**src/sv/pad_pkg.sv**
```systemverilog
// Shared types and constants for the point-at-distance-along-line core.
`timescale 1ns / 1ps
package pad_pkg;

  localparam int THR_W = 16;
  localparam logic [THR_W-1:0] THR_RESET = 16'd256;
  localparam int Q_DEPTH = 4;

  typedef enum logic [1:0] {
    KIND_NONE    = 2'd0,
    KIND_ALONG_X = 2'd1,
    KIND_ALONG_Y = 2'd2,
    KIND_BOTH    = 2'd3
  } pad_kind_t;

  typedef struct packed {
    pad_kind_t kind;
    logic      mode;
    logic      neg_x;
    logic      neg_y;
  } pad_ctl_t;

  localparam int CTL_W = $bits(pad_ctl_t);

endpackage

```
**src/sv/pad_queue.sv**
```systemverilog
// Short request queue between the front end and the arithmetic back end.
`timescale 1ns / 1ps
module pad_queue #(
  parameter int DATA_W = 8
) (
  input  logic              clk,
  input  logic              rst_n,
  input  logic              in_vld,
  input  logic [DATA_W-1:0] in_data,
  output logic              in_ready,
  output logic              out_vld,
  output logic [DATA_W-1:0] out_data
);
  import pad_pkg::*;

  localparam int PTR_W = $clog2(Q_DEPTH);
  localparam int CNT_W = $clog2(Q_DEPTH + 1);

  logic [DATA_W-1:0] mem [Q_DEPTH];
  logic [PTR_W-1:0]  wr_ptr_r, rd_ptr_r;
  logic [CNT_W-1:0]  cnt_r;
  logic              out_vld_r;
  logic [DATA_W-1:0] out_data_r;
  logic              push, pop;

  assign in_ready = cnt_r != CNT_W'(Q_DEPTH);
  assign push     = in_vld && in_ready;
  assign pop      = cnt_r != '0;

  always_ff @(posedge clk) begin
    if (push) begin
      mem[wr_ptr_r] <= in_data;
    end
    if (pop) begin
      out_data_r <= mem[rd_ptr_r];
    end
  end

  always_ff @(posedge clk) begin
    if (!rst_n) begin
      wr_ptr_r  <= '0;
      rd_ptr_r  <= '0;
      cnt_r     <= '0;
      out_vld_r <= 1'b0;
    end else begin
      if (push) begin
        wr_ptr_r <= PTR_W'(wr_ptr_r + 1'b1);
      end
      if (pop) begin
        rd_ptr_r <= PTR_W'(rd_ptr_r + 1'b1);
      end
      cnt_r     <= CNT_W'(cnt_r + CNT_W'(push) - CNT_W'(pop));
      out_vld_r <= pop;
    end
  end

  assign out_vld  = out_vld_r;
  assign out_data = out_data_r;

endmodule

```
**config.mk**
```make
export PLATFORM = sky130hd
export DESIGN_NAME = pad_queue
export DESIGN_NICKNAME = d
export VERILOG_FILES = /design/src/sv/pad_pkg.sv /design/src/sv/pad_queue.sv
export SDC_FILE = /design/constraint.sdc
export NUM_CORES = 1
export LEC_CHECK = 0
export BUFFER_PORTS_ARGS = -buffer_cell sky130_fd_sc_hd__clkbuf_2
export CAP_MARGIN = 20
export CORE_MARGIN = 3
export CORE_UTILIZATION = 47
export DETAILED_ROUTE_END_ITERATION = 16
export PLACE_DENSITY = 0.64
export SLEW_MARGIN = 20
export SYNTH_ARGS = -nofsm -noshare
export SYNTH_HDL_FRONTEND = slang
export SYNTH_SLANG_ARGS = --single-unit
```
**constraint.sdc**
```tcl
create_clock -name clk -period 5.1 [get_ports clk]
set_input_delay 0.51 -clock clk [delete_from_list [all_inputs] [get_ports clk]]
set_output_delay 0.51 -clock clk [all_outputs]
set_load 0.01 [all_outputs]
```
==> reports/qor.log <==
qor: yosys.synth_area_per_cell 19.1 µm²
qor: sta.postLayoutSetupSlackWorst 2.61 ns
qor: clocking.clk-insertion-delay-late 0.29 ns
qor: sta.grt_setup_unrepaired no
qor: sta.max_freq 402 MHz
qor: yosys.synth.distinct_cells 21
qor: finish.sequential_cell_area 1360 µm²
qor: yosys.post_synth_instance_area 1830 µm²
qor: worst_setup_path.worst-path-max-fanout 7
qor: global_routing.grt_usage 14.2%
qor: global_routing.number_of_antenna_violations_at_the_first_check_in_global_routing 0
qor: yosys.synth.largest_area_cell sky130_fd_sc_hd__edfxtp_1
qor: worst_setup_path.cp.arrival 2.68 ns
qor: clocking.clock_pin_slew_of_the_registers_on_the_worst_case_setup_and_hold_paths 0.09 ns
qor: finish.number_of_standard_cells_in_the_final_layout_excluding_fillers 169
qor: clocking.postCtsSetupBuffers 0
qor: worst_setup_path.cp.required 5.30 ns
qor: floorplan.die_h 68.5 µm
qor: placed_design.hpwlAfterDp 1830 µm
qor: finish.drive_above_1_share 30.6%
qor: detailed_routing.dr.pass1.iters 4
qor: placed_design.gp_congestion 0.640
qor: detailed_routing.routedWlPerCell 16.3 µm
qor: detailed_routing.vias_after_detailed_routing 841
qor: detailed_routing.drt_iter0_drc 69
qor: detailed_routing.drc 0
qor: yosys.ys_warn_count 0
qor: finish.final_common_cell sky130_fd_sc_hd__edfxtp_1
qor: floorplan.row_count 22
qor: detailed_routing.totalWireLength 2760 µm
qor: finish.finish.utilization 56.2%
qor: finish.layout.filler_cells 283
qor: clocking.clk_root_buffer_cell sky130_fd_sc_hd__clkbuf_8
qor: finish.syn2layout_area_growth 13.9%
qor: finish.n_antenna_cell 0
qor: clocking.clock_tree_from_tritoncts done
qor: clocking.cts_hold_buf 0
qor: sta.maxSlewViolCount 0
qor: floorplan.floorplan.die_area 4690 µm²
qor: clocking.cts-resized-gates 0
qor: placed_design.place.port_buffers 20
qor: placed_design.dpl.cell_count 161
qor: floorplan.dieWidth 68.5 µm
qor: global_routing.grt_start_max_net_pins 15
qor: worst_setup_path.timing.critical_path.to_type register
qor: sta.finalHoldViolations 0
qor: sta.tns 0 ns
qor: finish.multi_input_comb_area 440 µm²
qor: floorplan.starting_utilization_of_the_core_area 49.3%
qor: yosys.synth.ff_latch_count 48
qor: sta.min_period 2.49 ns
qor: worst_setup_path.cell_type_of_the_slowest_stage_on_the_worst_timing_path sky130_fd_sc_hd__dfxtp_1
qor: finish.layout.cells.most_common_list sky130_fd_sc_hd__edfxtp_1, sky130_fd_sc_hd__clkbuf_2, sky130_fd_sc_hd__mux4_2, sky130_fd_sc_hd__dfxtp_1, sky130_fd_sc_hd__and2_1
qor: sta.period_share 48.8%
qor: yosys.part_of_the_yosys_area_used_for_sequential_elements 74.3%
qor: clocking.htree_num_levels 2
qor: min_path.holdCritPathClass in2reg
qor: global_routing.global_route.overflow_total 0
qor: placed_design.postPlaceCellArea 1980 µm²
qor: sta.holdWs 0.438 ns
qor: power_and_ir_drop.power_density 544 nW/µm²
qor: detailed_routing.antenna_left 0
qor: worst_setup_path.critical_path.top_delay_family adder cells
qor: sta.final_worst_clock_skew 0.00420 ns
qor: global_routing.grt_pass1_wl 4470 µm
qor: yosys.total_nets_after_synthesis 114
qor: worst_setup_path.timing_worst_setup_path_type reg2reg
qor: clocking.cts.sink_count 48
qor: clocking.cts_max_path_buffers 2
qor: worst_setup_path.worstPathBufferInverterCount 3
qor: finish.final_std_cell_area_no_fill 2090 µm²
qor: yosys.synth_top_area_share 65.5%
qor: run_status.outcome finished clean
qor: sta.tightest_slew 0.633 ns
qor: placed_design.dp_slack 2.54 ns
qor: flow_run.maxCapViolCount 0
qor: worst_setup_path.cp-start-kind register
qor: worst_setup_path.cp_slowest_stage_delay 0.45 ns
qor: finish.final_nets 138
qor: worst_setup_path.cp_cell_instances nor2_1, a21boi_1, inv_1, ha_1, inv_1, ha_1, inv_1, fa_1, xnor2_1, xnor2_1, and2_1
qor: sta.setup-violations-final 0
qor: detailed_routing.via_density 4.98
qor: yosys.syn-instance-count 96
qor: power_and_ir_drop.vdd.ir_drop.worst 0.253 mV
qor: global_routing.first_global_vias 896
qor: yosys.netlist_top_cells_area sky130_fd_sc_hd__edfxtp_1, sky130_fd_sc_hd__mux4_2, sky130_fd_sc_hd__dfxtp_1, sky130_fd_sc_hd__ha_1, sky130_fd_sc_hd__and2_1
qor: power_and_ir_drop.p_leak 0.757 nW
qor: worst_setup_path.timing.critical_path.mode_cell sky130_fd_sc_hd__inv_1
qor: floorplan.num_io_pins 21
qor: clocking.cts_buffers 5
qor: sta.maxSlewHeadroom 57.7%
qor: floorplan.core_region_area 3720 µm²
qor: power_and_ir_drop.total_power 1.14 mW
==> per-layer routing <==
layer / up-vias / part of all wire, % / track usage, %
met4: 0 / 0.65 / 7.44
li1: 404 / - / -
met5: - / 0 / 0
met2: 15 / 49 / 21.7
met3: 2 / 4.2 / 4.93
met1: 420 / 46 / 17.8
==> logic make-up (layout without fill, tap and decap cells) <==
logic type	after synthesis	in the layout	share of synthesized area [%]
flops	48	48	74.3
simple gates	18	18	5.67
mux	10	10	10.9
buf+inv	8	33	1.71
fa+ha+maj	7	7	5.19
xor+xnor	3	3	1.43
compound gates	2	2	0.819
==> synth_stat cells <==
master,count
sky130_fd_sc_hd__a21boi_1,1
sky130_fd_sc_hd__and2_1,7
sky130_fd_sc_hd__and2_2,1
sky130_fd_sc_hd__and3_1,1
sky130_fd_sc_hd__buf_1,1
sky130_fd_sc_hd__buf_2,1
sky130_fd_sc_hd__clkbuf_1,1
sky130_fd_sc_hd__dfxtp_1,8
sky130_fd_sc_hd__edfxtp_1,40
sky130_fd_sc_hd__fa_1,1
sky130_fd_sc_hd__ha_1,6
sky130_fd_sc_hd__inv_1,5
sky130_fd_sc_hd__mux2i_1,2
sky130_fd_sc_hd__mux4_2,8
sky130_fd_sc_hd__nand2_1,5
sky130_fd_sc_hd__nor2_1,1
sky130_fd_sc_hd__nor2b_1,1
sky130_fd_sc_hd__o31ai_1,1
sky130_fd_sc_hd__or2_0,1
sky130_fd_sc_hd__or3_4,1
sky130_fd_sc_hd__xnor2_1,3
==> state kept, by name, indices dropped and copies added, names as in the netlist <==
register and count:
out_data 8, mem 32, cnt_r 3, out_vld 1, rd_ptr_r 2, wr_ptr_r 2
==> power breakdown <==
part	total (mW)	leakage (nW)	switching, mW	internal [mW]
registers	0.595	0.438	0.0635	0.531
logic	0.274	0.264	0.127	0.146
clock network	0.268	0.0552	0.122	0.146
==> area by class of cell <==
type                       instances  share of cell area, %
sequential                        48                   65.2
timing repair buffer              20                   4.79
inverter                           5                  0.899
multi-input combinational         40                   21.1
tap                               48                   2.88
clock buffer                       6                   3.48
clock inverter                     2                   1.68
==> worst paths after layout <==
kind	startpoint	to	slack [ns]	cells after the start
min reg2reg	wr_ptr_r[1]	wr_ptr_r[1]	0.50	2
max	cnt_r[1]	cnt_r[2]	2.61	11
max reg2reg	cnt_r[1]	cnt_r[2]	2.61	11
min	in_data[5]	mem[2][5]	0.44	1
Power figures use the tool's default switching activity.
