===== src/sv/pad_pkg.sv =====
// Shared types and constants for the point-at-distance-along-line core.
`timescale 1ns / 1ps
package pad_pkg;

  localparam int THR_W = 16;
  localparam logic [THR_W-1:0] THR_RESET = 16'd256;
  localparam int Q_DEPTH = 4;

  typedef enum logic [1:0] {
    KIND_NONE    = 2'd0,
    KIND_ALONG_X = 2'd1,
    KIND_ALONG_Y = 2'd2,
    KIND_BOTH    = 2'd3
  } pad_kind_t;

  typedef struct packed {
    pad_kind_t kind;
    logic      mode;
    logic      neg_x;
    logic      neg_y;
  } pad_ctl_t;

  localparam int CTL_W = $bits(pad_ctl_t);

endpackage


===== src/sv/pad_front.sv =====
// Front end: request acceptance, snap threshold register and direction classification.
`timescale 1ns / 1ps
module pad_front #(
  parameter int COORD_WIDTH = 24
) (
  input  logic                           clk,
  input  logic                           rst_n,
  input  logic                           start,
  output logic                           busy,
  input  logic                           in_mode,
  input  logic signed [COORD_WIDTH-1:0]  in_start_x,
  input  logic signed [COORD_WIDTH-1:0]  in_start_y,
  input  logic signed [COORD_WIDTH-1:0]  in_toward_x,
  input  logic signed [COORD_WIDTH-1:0]  in_toward_y,
  input  logic [COORD_WIDTH-2:0]         in_step_length,
  input  logic                           cfg_wr_en,
  input  logic [pad_pkg::THR_W-1:0]      cfg_wr_data,
  input  logic                           q_ready,
  output logic                           f_vld,
  output pad_pkg::pad_ctl_t              f_ctl,
  output logic [COORD_WIDTH-1:0]         f_x0,
  output logic [COORD_WIDTH-1:0]         f_y0,
  output logic [COORD_WIDTH-1:0]         f_adx,
  output logic [COORD_WIDTH-1:0]         f_ady,
  output logic [COORD_WIDTH-2:0]         f_dist
);
  import pad_pkg::*;

  localparam int W    = COORD_WIDTH;
  localparam int CMPW = (W > THR_W) ? W : THR_W;

  logic [THR_W-1:0] thr_r;
  logic             vld_r;
  pad_ctl_t         ctl_r, ctl_nxt;
  logic [W-1:0]     x0_r, y0_r, adx_r, ady_r, adx_nxt, ady_nxt;
  logic [W-2:0]     dist_r;

  logic             accept;
  logic [W:0]       dx, dy, mx, my;
  logic             snap_x, snap_y, both_zero;

  assign busy   = vld_r && !q_ready;
  assign accept = start && !busy;

  always_comb begin
    dx        = {in_toward_x[W-1], in_toward_x} - {in_start_x[W-1], in_start_x};
    dy        = {in_toward_y[W-1], in_toward_y} - {in_start_y[W-1], in_start_y};
    mx        = dx[W] ? (~dx + (W+1)'(1)) : dx;
    my        = dy[W] ? (~dy + (W+1)'(1)) : dy;
    adx_nxt   = mx[W-1:0];
    ady_nxt   = my[W-1:0];
    snap_x    = CMPW'(adx_nxt) < CMPW'(thr_r);
    snap_y    = CMPW'(ady_nxt) < CMPW'(thr_r);
    both_zero = (adx_nxt == '0) && (ady_nxt == '0);
    ctl_nxt.mode  = in_mode;
    ctl_nxt.neg_x = dx[W];
    ctl_nxt.neg_y = dy[W];
    priority if ((snap_x && snap_y) || both_zero) begin
      ctl_nxt.kind = KIND_NONE;
    end else if (snap_x) begin
      ctl_nxt.kind = KIND_ALONG_Y;
    end else if (snap_y) begin
      ctl_nxt.kind = KIND_ALONG_X;
    end else begin
      ctl_nxt.kind = KIND_BOTH;
    end
  end

  always_ff @(posedge clk) begin
    if (!rst_n) begin
      thr_r <= THR_RESET;
      vld_r <= 1'b0;
    end else begin
      if (cfg_wr_en) begin
        thr_r <= cfg_wr_data;
      end
      if (accept) begin
        vld_r <= 1'b1;
      end else if (q_ready) begin
        vld_r <= 1'b0;
      end
    end
  end

  always_ff @(posedge clk) begin
    if (accept) begin
      ctl_r  <= ctl_nxt;
      x0_r   <= in_start_x;
      y0_r   <= in_start_y;
      adx_r  <= adx_nxt;
      ady_r  <= ady_nxt;
      dist_r <= in_step_length;
    end
  end

  assign f_vld  = vld_r;
  assign f_ctl  = ctl_r;
  assign f_x0   = x0_r;
  assign f_y0   = y0_r;
  assign f_adx  = adx_r;
  assign f_ady  = ady_r;
  assign f_dist = dist_r;

endmodule


===== config.mk =====
export PLATFORM = sky130hd
export DESIGN_NAME = pad_front
export DESIGN_NICKNAME = d
export VERILOG_FILES = /design/src/sv/pad_pkg.sv /design/src/sv/pad_front.sv
export SDC_FILE = /design/constraint.sdc
export NUM_CORES = 1
export LEC_CHECK = 0
export BUFFER_PORTS_ARGS = -buffer_cell sky130_fd_sc_hd__buf_2
export CAP_MARGIN = 40
export CELL_PAD_IN_SITES_DETAIL_PLACEMENT = 0
export CELL_PAD_IN_SITES_GLOBAL_PLACEMENT = 2
export CORE_MARGIN = 5
export CORE_UTILIZATION = 33
export CTS_CLUSTER_SIZE = 20
export DETAILED_ROUTE_END_ITERATION = 12
export PLACE_DENSITY_LB_ADDON = 0.1
export REMOVE_ABC_BUFFERS = 1
export SETUP_SLACK_MARGIN = 0.5
export SYNTH_ARGS = -nofsm -noshare
export SYNTH_HDL_FRONTEND = slang
export SYNTH_SLANG_ARGS = --single-unit
export TNS_END_PERCENT = 20

===== constraint.sdc =====
create_clock -name clk -period 9.55 [get_ports clk]
set_input_delay 0.955 -clock clk [delete_from_list [all_inputs] [get_ports clk]]
set_output_delay 0.955 -clock clk [all_outputs]
set_load 0.03 [all_outputs]

==> results.txt, run 1 <==
The run finished with clean final reports. The logs give 1732 for the number of cells in the finished layout apart from fillers and 450 ps for the clock network latency to the later pin of the worst-skew pair. Clock-pin slew was measured on the worst setup and hold paths at 80 ps.

After detailed routing, the number of vias per cell comes to 5.28. Including well taps, the total number of placed cells is 1700. The final design utilization was 41.2%. The overall track demand over capacity in global routing came out at 18.2%. Once routing completed, OpenROAD measured the worst setup slack at 3390 ps.

After synthesis, the netlist uses 83 different library cells. The congestion estimate from routability-driven global placement came to 0.801. Prior to clock tree synthesis, the placed netlist has a worst setup slack of 2930 ps. Cells with a size suffix above 1 make up 24.8% of the layout.

In this run the standard cell core region covers 30700 um^2. The number of antenna diodes in the final layout is 0. Derived from the worst setup path, the maximum achievable clock frequency is 162 MHz. The clock skew after layout was 14.1 ps; the final period utilization was 64.5%.

Compared with the post-synthesis result, the final layout area differs by 22.5%. The detail-routed net length per standard cell was 18.6 um; the largest net degree at the start of global routing was 60. In this run the tightest slew margin relative to its limit is 34.6%. In this run the core area contains 64 standard-cell rows. The worst-case IR drop observed on VDD is 114 uV.

The critical path's most frequent cell was sky130_fd_sc_hd__o21ai_0. The via count of the first global-routing pass was 9020; the count of nets after finishing was 1546. CTS placed an instance of sky130_fd_sc_hd__clkbuf_16 at the clock tree root.

The total leakage power was 5.43 nW; the first-pass iteration count of the detailed router was 5. At the pin with the least slew margin, the transition time is 956 ps. In this run, synthesis produced a sequential element count of 141.

After routing, the total negative slack on setup checks comes to 0 ps. The largest fanout on the critical path is 21, and the I/O pin count is 267. For this run, design rule violations remaining after detail routing come to 0.

STA classifies the critical path endpoint as a register. The run gives 10300 um^2 as the summed instance area of the synthesized netlist. The run gives 0 as the max-capacitance violation count. For this design, the CTS-stage hold fixing added 0 buffers. The synthesized design contains 124 enable-type register cells. The tools report the via count of the routed design as 9138.

The slowest stage of the critical path belongs to the cell sky130_fd_sc_hd__o21a_1. Max-slew violation total from the final report: 0. For the violation count after the first detailed-routing iteration, the log shows 615. The starting density of the core is 33.6%, and the antenna violation net count after detailed routing is 0. Setup repair after global routing left no endpoint under its margin. The die height was 187 um. STA classifies the critical path startpoint as an input port. The number of resized instances in the post-cts repair step was 0. Type of the setup path with the least slack: input port to register. In this design, the stage delay of the slowest critical-path cell is 670 ps. At the worst endpoint, the arrival time is 6320 ps.

The die is 187 um wide. The mean instance size in the synthesized netlist is 9.66 um^2, and the CTS sink count is 141. The most used flip-flop cell after synthesis was sky130_fd_sc_hd__edfxtp_1.

The library cell used most frequently in the layout, excluding fill and tap cells, is sky130_fd_sc_hd__buf_2. The wire length after detailed routing was 32.2 mm; the number of input and output port buffers inserted was 266. Leaving out fill and tap cells, the most frequent cells in the layout are 267 x sky130_fd_sc_hd__buf_2, 124 x sky130_fd_sc_hd__edfxtp_1, 88 x sky130_fd_sc_hd__inv_1. For the wire length of the first global-routing pass, the log shows 51.1 mm. The logs give 4 for the H-tree level count and 0 for the number of warnings printed during yosys synthesis.

The data required time of the worst path is 9710 ps. The clock passes through at most 2 buffers. Clock tree synthesis inserted a total of 17 buffers.

The run gives 0 as the overflow left after global routing. TritonCTS built the clock tree. The tightest min-delay check is of the register to register type. Power density normalized to cell area: 184 nW/um^2. Setup violations remaining at the end of the flow were counted as 0.

The number of buffers added for setup after CTS was 0; the die footprint was 35000 um^2. The tools report the number of failing hold endpoints at the final stage as 0. The time the final worst path needs with I/O delays and setup was 6160 ps; the synthesized instance count was 1070. For this run, the register share of the synthesized area comes to 39.3%. Share of flip-flops with an asynchronous set or reset after synthesis: 0%. Traced cell by cell, the critical path runs through buf_2 > ha_1 > fa_1 > nand2b_1 > a21oi_1 > o21ai_1 > a211oi_1 > o21a_1 > inv_2 > o21ai_0 > ha_1 > a21boi_0 > o21ai_0 > nand2b_1 > a21oi_1 > o21ai_0 > a21oi_1 > o21ai_0 > a211oi_1 > o21ai_0 > a221oi_1 > o21ai_1.

Detailed placement ended at an HPWL of 25.8 mm. The initial antenna violation count was 0.
## worst max-delay path, delay by kind of cell
family	cells	cell delay, ps
adder cells (fa/ha/maj)	3	910
AO/OA/AOI/OAI	15	3810
AND/OR/NAND/NOR	2	280
buffers and inverters	2	370
## path summary, 6_finish.rpt
check	slack (ps)	cells after the start	endpoint	start
worst min register to register	530	2	thr_r[5]	thr_r[5]
worst max register to register	6910	13	f_ctl[3]	thr_r[1]
worst min-delay path	530	2	thr_r[5]	thr_r[5]
worst max-delay path	3390	22	f_ctl[4]	in_start_y[0]
## synth_stat cells, drive strengths merged, types with 6 or more instances
library cell  number  area (um^2)
nor4               8         56.3
nor3              35          175
nand4             14         87.6
nor2b             31          194
mux2i             25          250
nor2              52          195
xor2              16          140
and3              13         81.3
clkbuf            24         90.1
nand2             58          218
or3               15         93.8
o21a              16          120
o21ai             64          324
nand2b            13         81.3
buf               15         83.8
xnor2             40          350
a211oi            25          198
nand3             27          135
o211a              9         90.1
or2                9         56.3
ha                80         1000
edfxtp           124         3720
a2111oi           10          101
a21oi             56          280
a31oi             13         81.3
o211ai            17          128
a21o              24          180
dfxtp             17          340
and4               6         52.6
inv               89          334
o31ai             11         82.6
and2              20          125
## state kept, by name, summed over array words and instances (netlist names)
| signal | count |
|---|---|
| f_x0 | 24 |
| f_ctl | 5 |
| f_ady | 24 |
| thr_r | 16 |
| f_dist | 23 |
| f_y0 | 24 |
| f_vld | 1 |
| f_adx | 24 |
## power breakdown
| part | leakage [nW] | internal, W | total, W | switching [W] |
|---|---|---|---|---|
| combinational | 3.79 | 0.000296 | 0.000855 | 0.000559 |
| sequential | 1.34 | 0.000758 | 0.000776 | 0.0000178 |
| clock | 0.299 | 0.000379 | 0.000694 | 0.000315 |
## layout make-up
| cell class | count | area [um^2] |
|---|---|---|
| Fill cell | 3126 | 18100 |
| Multi-Input combinational cell | 801 | 5770 |
| Sequential cell | 141 | 4060 |
| Timing Repair Buffer | 273 | 1390 |
| Tap cell | 396 | 495 |
| Clock buffer | 19 | 475 |
| Inverter | 89 | 334 |
| Clock inverter | 13 | 135 |
## cells by family (layout without fill, tap and decap cells)
group                      Yosys count  in the layout  synth area share, %
xor gates and xnor gates            56             56                 4.75
DFF                                141            141                 39.3
AOI/OAI and AO/OA                  315            315                 21.4
muxes                               30             30                 2.97
buffers and inverters              128            394                 4.92
and+or+nand+nor                    318            318                 16.6
adders and majority gates           82             82                 10.1
## per-stage QoR
| stage | cell area (um^2) | power [W] | hold slack (ps) |
|---|---|---|---|
| final | 12700 | 0.00233 | 528 |
| after global routing | 12700 | 0.00248 | 547 |
| after CTS | 12700 | 0.00235 | 528 |
| after detailed placement | 12100 | 0.00164 | 506 |
| after global placement | 12000 | 0.00164 | 500 |
| after floorplan | 10200 | 0.00139 | 483 |
## layer usage
layer | global-route usage (%) | vias to the layer above | routed length, um
li1 | - | 4580 | -
met1 | 27.3 | 4268 | 16700
met2 | 26.6 | 267 | 13300
met3 | 4.29 | 23 | 1860
met4 | 3.90 | 0 | 379
met5 | 0 | - | 0
No activity file was read; power rests on OpenSTA's default activity.
==> run 2: changes to the inputs <==
--- a/config.mk
+++ b/config.mk
@@ -5,12 +5,13 @@
 export SDC_FILE = /design/constraint.sdc
 export NUM_CORES = 1
 export LEC_CHECK = 0
+export ABC_AREA = 1
 export BUFFER_PORTS_ARGS = -buffer_cell sky130_fd_sc_hd__buf_2
 export CAP_MARGIN = 40
 export CELL_PAD_IN_SITES_DETAIL_PLACEMENT = 0
 export CELL_PAD_IN_SITES_GLOBAL_PLACEMENT = 2
 export CORE_MARGIN = 5
-export CORE_UTILIZATION = 33
+export CORE_UTILIZATION = 27
 export CTS_CLUSTER_SIZE = 20
 export DETAILED_ROUTE_END_ITERATION = 12
 export PLACE_DENSITY_LB_ADDON = 0.1
==> constraint.sdc (replaced) <==
create_clock -name clk -period 5.4 [get_ports clk]
set_input_delay 0.54 -clock clk [delete_from_list [all_inputs] [get_ports clk]]
set_output_delay 0.54 -clock clk [all_outputs]
set_load 0.03 [all_outputs]
==> run 2 against run 1 <==
Global-route usage is 2.3 points lower. Clock skew down 8.4 ps. Area after synthesis grew 1.8%. Setup slack got worse by 2100 ps. Clock power increased by 76%. Critical endpoint unchanged. Power increased by 74%. Register-to-register slack lost 3500 ps. Synthesized cell count grew 36%.
==> results.txt, run 2 <==
Endpoint of the worst hold path: f_dist[16]. The post-detailed-route DRC marker count was 0 (unchanged). The run gives 0 (unchanged) as the number of buffers added for setup after CTS. The share of the synthesized area in the top cell type is 35.4% (-0.62 points). The run gives 1457 (+36%) as the synthesized instance count. The run gives 450 ps (about the same) as the clock network latency to the later pin of the worst-skew pair. Most used flip-flop cell after synthesis: sky130_fd_sc_hd__edfxtp_1. The detail-routed net length per standard cell is 15.3 um (-18%). Yosys attributes the largest share of cell area to sky130_fd_sc_hd__edfxtp_1 35%, sky130_fd_sc_hd__nand2_1 17%, sky130_fd_sc_hd__ha_1 9.5%. The logs give 0 (unchanged) for the initial antenna violation count and 4320 ps (-2000 ps) for the arrival time reported for the critical path endpoint.

H-tree level count: 4 (unchanged). The overall track demand over capacity in global routing was 15.9% (-2.3 points). The startpoint identified for the worst hold timing path is in_step_length[16].

Half-perimeter wire length of the detailed placement result: 28.8 mm (+12%). The tools report the maximum count of clock buffers along a single path as 2 (unchanged). The total buffers and inverters traversed by the critical path was 4 (+2); the instance area after placement was 12400 um^2 (+3.0%). Sorting the synthesized cells by how often they occur yields 478 x sky130_fd_sc_hd__nand2_1, 259 x sky130_fd_sc_hd__inv_1, 134 x sky130_fd_sc_hd__nand3_1.

The diode insertion count for antenna repair was 0 (unchanged); the final standard cell area without fillers was 13000 um^2 (+2.8%). The logs give 38600 um^2 (+25%) for the core area and 5 (unchanged) for the first-pass iteration count of the detailed router. Number of input and output port buffers inserted: 266 (unchanged). The number of resized instances in the post-cts repair step is 0 (unchanged), and the sequential cell area fraction in the yosys report is 38.6% (-0.68 points). For the via count of the routed design, the log shows 9913 (+8.5%).

The logs give 5590 ps (-4120 ps) for the data required time of the worst path and 141 (unchanged) for the CTS sink count. The hold buffer count at cts is 0 (unchanged). The run finished with clean final reports.

The overflow left after global routing was 0 (unchanged). The max-capacitance violation count was 0 (unchanged); the total leakage power was 6.75 nW (+24%). The ratio of routed vias to standard cells came out at 4.39 (-17%). Worst min-delay path category: input port to register. For the number of warnings printed during yosys synthesis, the log shows 0 (unchanged).

For the number of distinct library cells after synthesis, the log shows 40 (-52%). For the count of standard-cell rows, the log shows 72 (+13%). Most area-hungry cell type in the Yosys netlist: sky130_fd_sc_hd__edfxtp_1. The depth of the worst hold-timing path is 1 (-1). Cell with the largest stage delay on the worst path: sky130_fd_sc_hd__inv_2. The run gives 125 (+110%) as the largest net degree at the start of global routing. The run gives 0.799 (-0.27%) as the routability congestion estimate.

The library cell used most frequently in the layout, excluding fill and tap cells, is sky130_fd_sc_hd__nand2_1. The worst reg2reg path depth works out to 10 (-3). The run gives 10500 um^2 (+1.8%) as the summed instance area of the synthesized netlist.

Setup repair after global routing left no endpoint under its margin. The CTS buffer count came out at 17 (unchanged). Among cell families on the critical path, the largest total delay comes from simple AND/OR/NAND/NOR gates. Static timing analysis puts the maximum clock frequency at 242 MHz. The max-slew violation total from the final report was 0 (unchanged). Startpoint of the most critical register-to-register path: thr_r[1].

The wire length of the first global-routing pass came out at 54.1 mm (+6.0%). In this run the critical register-to-register path is captured at f_ctl[4]. The die height was 207 um (+11%). The number of stages on the worst setup path was 24 (+9.1%). Wire length after detailed routing: 34.6 mm (+7.4%).

The tools report the element type at the critical path start as an input port. The signal on the critical path passes through buf_2 > ha_1 > fa_1 > inv_1 > nand3_1 > nand2_1 > nand2_1 > nand2_2 > nand3_1 > nand4_1 > nand2_2 > inv_2 > nand2_1 > o21ai_1 > inv_1 > ha_1 > a21oi_1 > o21ai_0 > nand4_1 > o211ai_1 > a21oi_1 > o21ai_0 > a41oi_1 > o21ai_1. The starting density of the core is 27.3% (-6.3 points), and the worst-margin pin slew is 766 ps (-189 ps). The worst voltage drop across the vdd grid is 250 uV (+120%). The kind of end point of the critical path was a register. The root buffer cell chosen for the clock tree is sky130_fd_sc_hd__clkbuf_16. The proportion of layout cells with a drive suffix above 1 is 20.9% (-3.9 points), and the time the final worst path needs with I/O delays and setup is 4130 ps. The final design utilization was 33.8% (-7.4 points).

By startpoint and endpoint, the worst setup path is classified as input port to register. Register-to-register setup slack: 3450 ps (-3460 ps). The mean instance size in the synthesized netlist came out at 7.22 um^2 (-25%). TritonCTS built the clock tree. The launching instance or port of the critical path was in_start_y[0]. The run gives 43000 um^2 (+23%) as the die footprint. The largest fanout on the critical path was 32 (+52%); the worst-case headroom to the max-slew limit was 48.9% (+14 points).

The number of synthesized register bits came out at 141 (unchanged). The share of flip-flops with an asynchronous set or reset after synthesis is 0% (unchanged), and the number of synthesized flops with an enable pin is 124 (unchanged). The floorplan die width was 207 um (+11%); the final period utilization was 76.5%. The highest cell delay on the worst timing path came out at 470 ps (-200 ps). The antenna violation net count after detailed routing is 0 (unchanged), and the number of failing hold endpoints at the final stage is 0 (unchanged). The clock-pin slew reported for the worst setup and hold paths after clock tree synthesis was 70 ps (about the same). The via count of the first global-routing pass is 9425 (+4.5%), and the power density normalized to cell area is 311 nW/um^2 (+69%). Area added between synthesis and finish: 23.7%. The run gives 470 (-24%) as the violation count after the first detailed-routing iteration. The cell that appears most often on the critical path is sky130_fd_sc_hd__nand2_1. The most common cell in the synthesized netlist was sky130_fd_sc_hd__nand2_1.

The I/O pin count is 267 (unchanged), and the count of nets after finishing is 1950 (+26%). The run gives 0 (unchanged) as the number of setup violations in the final report. In the layout the commonest cells are 478 x sky130_fd_sc_hd__nand2_1, 266 x sky130_fd_sc_hd__buf_2, 259 x sky130_fd_sc_hd__inv_1. The run gives 5.68 ps (-8.42 ps) as the clock skew after layout.
==> run 2: kinds of logic after synthesis <==
kind of cell,synth area share [%]
adder cells (fa/ha/maj),9.90
flip-flops,38.6
AO/OA/AOI/OAI,7.06
AND/OR/NAND/NOR,32.5
XOR/XNOR,1.17
buffers and inverters,10.7
==> run 2: power by group <==
part	leakage (nW)	total (W)	switching [W]	internal, W
combinational	5.12	0.00146	0.00102	0.000441
clock	0.295	0.00122	0.000543	0.000680
sequential	1.33	0.00136	0.0000354	0.00132
total	6.75	0.00404	0.00160	0.00245
==> run 2: worst max-delay path by stage <==
stage	end	slack, ps
detailed placement	f_ctl[4]	780
global route	f_ctl[4]	710
finish	f_ctl[4]	1270
floorplan	f_adx[0]	-1180
CTS	f_ctl[4]	1280
global placement	f_ctl[4]	920
==> run 2: routing by layer <==
| layer | share of wire (%) | track usage [%] | wire length (um) |
|---|---|---|---|
| met3 | 4.6 | 3.14 | 1610 |
| met1 | 55 | 24.5 | 18900 |
| met4 | 1.2 | 3.94 | 414 |
| met2 | 40 | 22.5 | 13700 |
| met5 | 0 | 0 | 0 |
==> run 2: cell type report <==
cell class	instances	area, um^2
clock buffers	19	454
clock inverters	13	145
fillers	4263	25500
inverters	271	1020
multi-input cells	1029	5330
flip-flops and latches	141	4060
well taps	518	648
repair buffers	267	1350
==> run 2: worst register-to-register path, cell delays in order (launching register included) <==
cell and delay (ps):
sky130_fd_sc_hd__dfxtp_1 300, sky130_fd_sc_hd__inv_1 170, sky130_fd_sc_hd__ha_1 270, sky130_fd_sc_hd__a21oi_1 170, sky130_fd_sc_hd__o21ai_0 90, sky130_fd_sc_hd__nand4_1 70
sky130_fd_sc_hd__o211ai_1 110, sky130_fd_sc_hd__a21oi_1 160, sky130_fd_sc_hd__o21ai_0 110, sky130_fd_sc_hd__a41oi_1 160, sky130_fd_sc_hd__o21ai_1 90
==> run 2: stage by stage <==
stage | setup slack, ps | std cells | total power, W | hold WS (ps) | TNS, ps
6_report | 1270 | 2258 | 0.00404 | 267 | 0
5_1_grt | 706 | 2258 | 0.00435 | 240 | 0
4_1_cts | 1280 | 2258 | 0.00412 | 232 | 0
3_5_place_dp | 785 | 2226 | 0.00286 | 474 | 0
3_3_place_gp | 921 | 2226 | 0.00286 | 469 | 0
2_1_floorplan | -1180 | 1441 | 0.00240 | 460 | -146130
==> run 3: changes to the inputs <==
==> constraint.sdc (replaced) <==
create_clock -name clk -period 3.6 [get_ports clk]
set_input_delay 0.36 -clock clk [delete_from_list [all_inputs] [get_ports clk]]
set_output_delay 0.36 -clock clk [all_outputs]
set_load 0.03 [all_outputs]
==> run 3 against run 2 <==
Utilization grew 7.6 points. Hold slack got worse by 180 ps. Final cell count rose by 9.6%. Critical path type unchanged. Largest cell class unchanged.
==> results.txt, run 3 (synthesized netlist as in run 2, its figures left out) <==
The depth of the worst hold-timing path was 1 (unchanged). For the count of standard-cell rows, the log shows 72 (unchanged). For the portion of total power attributed to sequential cells, the log shows 28.7% (-4.9 points).

The worst hold slack was 85.4 ps (-182 ps); the worst reg2reg path depth was 10 (unchanged). The tools report the clock root buffer as sky130_fd_sc_hd__clkbuf_16. The logs give 15.7 mm (+14%) for the wire length on met2 and 0 (unchanged) for the overflow left after global routing.

In this design, the critical path's most frequently occurring cell is sky130_fd_sc_hd__nand2_2. The starting density of the core is 27.3% (unchanged). For the post-detailed-route DRC marker count, the log shows 0 (unchanged). The antenna violation net count after detailed routing came out at 0 (unchanged). The critical path is of the input port to register type.

The number of inserted filler cells in the final layout is 4157 (-2.5%), and the time the final worst path needs with I/O delays and setup is 3040 ps. Core area: 38600 um^2 (unchanged). The commonest non-fill, non-tap cell in the layout is sky130_fd_sc_hd__nand2_1. The half-perimeter wire length of the detailed placement result was 29.9 mm (+3.8%); the overall track demand over capacity in global routing was 16.6% (+0.71 points). The proportion of layout cells with a drive suffix above 1 was 40.8% (+20 points); the area added between synthesis and finish was 51.6%. The highest cell delay on the worst timing path is 380 ps (-90 ps). The run gives 0.830 (+3.9%) as the routability congestion estimate. The run finished with clean final reports. For the total leakage power, the log shows 7.98 nW (+18%). Via count of the routed design: 10800 (+9.3%). The diode insertion count for antenna repair was 0 (unchanged). The share of power burned in the clock network was 26.3% (-4.0 points).

The cell-internal power is 0.00439 W (+80%). The clock-pin slew reported for the worst setup and hold paths after clock tree synthesis was 60 ps (about the same); the post-route met1 wirelength was 19.6 mm (+3.8%). The total buffers and inverters traversed by the critical path works out to 6 (+2). The die footprint was 43000 um^2 (unchanged); the via count of the first global-routing pass was 10300 (+8.8%). The path class of the tightest hold or removal check is input port to register. The tools report the kind of end point of the critical path as a register. The wire length of the first global-routing pass is 57.0 mm (+5.2%). Max-capacitance violation count: 0 (unchanged). The floorplan die width works out to 207 um (unchanged). The data required time of the worst path is 3800 ps (-1790 ps), and the final standard cell area without fillers is 15900 um^2 (+22%). Setup repair after global routing could not meet its margin everywhere. The run gives 1.63 mm (+1.7%) as the met3 layer wire length in the routed design. The kind of cell with the highest combined delay along the critical path is simple AND/OR/NAND/NOR gates.

The worst slack at placement was -253 ps (-1040 ps). The worst path uses 84.3% of the clock period. The number of failing hold endpoints at the final stage is 0 (unchanged), and the CTS buffer count is 17 (unchanged).

The switching power share of the total is 38.1% (-1.5 points), and the worst voltage drop across the vdd grid is 354 uV (+42%). Element type at the critical path start: an input port. Initial antenna violation count: 1 (+1).

The number of input and output port buffers inserted came out at 266 (unchanged). The die height was 207 um (unchanged); the violation count after the first detailed-routing iteration was 472 (+0.43%). The detail-routed net length per standard cell came out at 15.1 um (-1.7%). The number of setup violations in the final report is 0 (unchanged). On the critical path, the stage with the largest delay is an instance of sky130_fd_sc_hd__fa_2. The number of stages on the worst setup path is 25 (+4.2%). Maximum operating frequency: 329 MHz. The logs give 0.00270 W (+69%) for the total net switching power and 45.0% (+8.9 points) for the combinational group share of total power.

The power density normalized to cell area is 445 nW/um^2 (+43%). For the H-tree level count, the log shows 4 (unchanged). For the CTS sink count, the log shows 141 (unchanged).

Largest net degree at the start of global routing: 125 (unchanged). The total power draw was 0.00709 W (+75%). The ratio of routed vias to standard cells is 4.38 (-0.33%), and the clock network latency to the later pin of the worst-skew pair is 450 ps (about the same). The run gives 37.3 mm (+7.7%) as the wire length after detailed routing. TritonCTS built the clock tree. The maximum count of clock buffers along a single path was 2 (unchanged); the count of nets after finishing was 2167 (+11%).

The tools report the I/O pin count as 267 (unchanged). The clock skew after layout is 10.0 ps (+4.33 ps), and the worst-margin pin slew is 726 ps (-40.5 ps). The instance area after placement was 13700 um^2 (+10%); the final design utilization was 41.3% (+7.6 points). The max-slew violation total from the final report is 0 (unchanged). The hold buffer count at cts is 0 (unchanged).

The arrival time reported for the critical path endpoint is 3240 ps (-1080 ps), and the largest fanout on the critical path is 3 (-91%). The first-pass iteration count of the detailed router is 7 (+2). For the worst-case headroom to the max-slew limit, the log shows 51.6% (+2.7 points). Leaving out fill and tap cells, the most frequent cells in the layout are 399 x sky130_fd_sc_hd__nand2_1, 262 x sky130_fd_sc_hd__buf_2, 237 x sky130_fd_sc_hd__inv_1.

The tools report the post-route worst setup slack as 564 ps (-704 ps). Highest layer used for signal routing: met4.
-- run 3: final timing paths --
check,start,to,slack [ps]
setup / recovery,in_start_y[0],f_ctl[4],560
setup reg to reg,thr_r[1],f_ctl[4],1630
hold reg to reg,f_vld,f_vld,490
hold / removal,in_step_length[16],f_dist[16],90
-- run 3: power groups by stage --
stage	Sequential (W)	Combinational, W	Clock, W
2_1_floorplan	0.00235	0.00124	0
3_3_place_gp	0.00207	0.00260	0
3_5_place_dp	0.00207	0.00262	0
4_1_cts	0.00204	0.00274	0.00194
5_1_grt	0.00205	0.00353	0.00199
6_report	0.00203	0.00319	0.00187
-- run 3: layout make-up --
| class | instances | area, um^2 | share of cell area (%) |
|---|---|---|---|
| clock buffer | 19 | 433 | 2.72 |
| clock inverter | 13 | 164 | 1.03 |
| inverter | 271 | 1030 | 6.45 |
| multi-input combinational | 1029 | 6530 | 41.0 |
| sequential | 141 | 4060 | 25.5 |
| tap | 518 | 648 | 4.07 |
| timing repair buffer | 484 | 3070 | 19.3 |
-- run 3: metrics by stage --
step                      cells  TNS, ps
after floorplan            1441  -355500
after global placement     2391     -322
after detailed placement   2391     -453
after CTS                  2443        0
after global routing       2475        0
final                      2475        0
-- run 3: layer usage --
layer	vias to the layer above	global-route usage, %
met2	210	24.2
met3	19	3.20
met5	-	0
li1	5658	-
met4	0	4.01
met1	4943	25.1
-- run 3: timing repair --
item	CTS	global route
buffers inserted	20	32
setup endpoints to repair	2	2
pin swaps	18	91
resized for setup	39	273
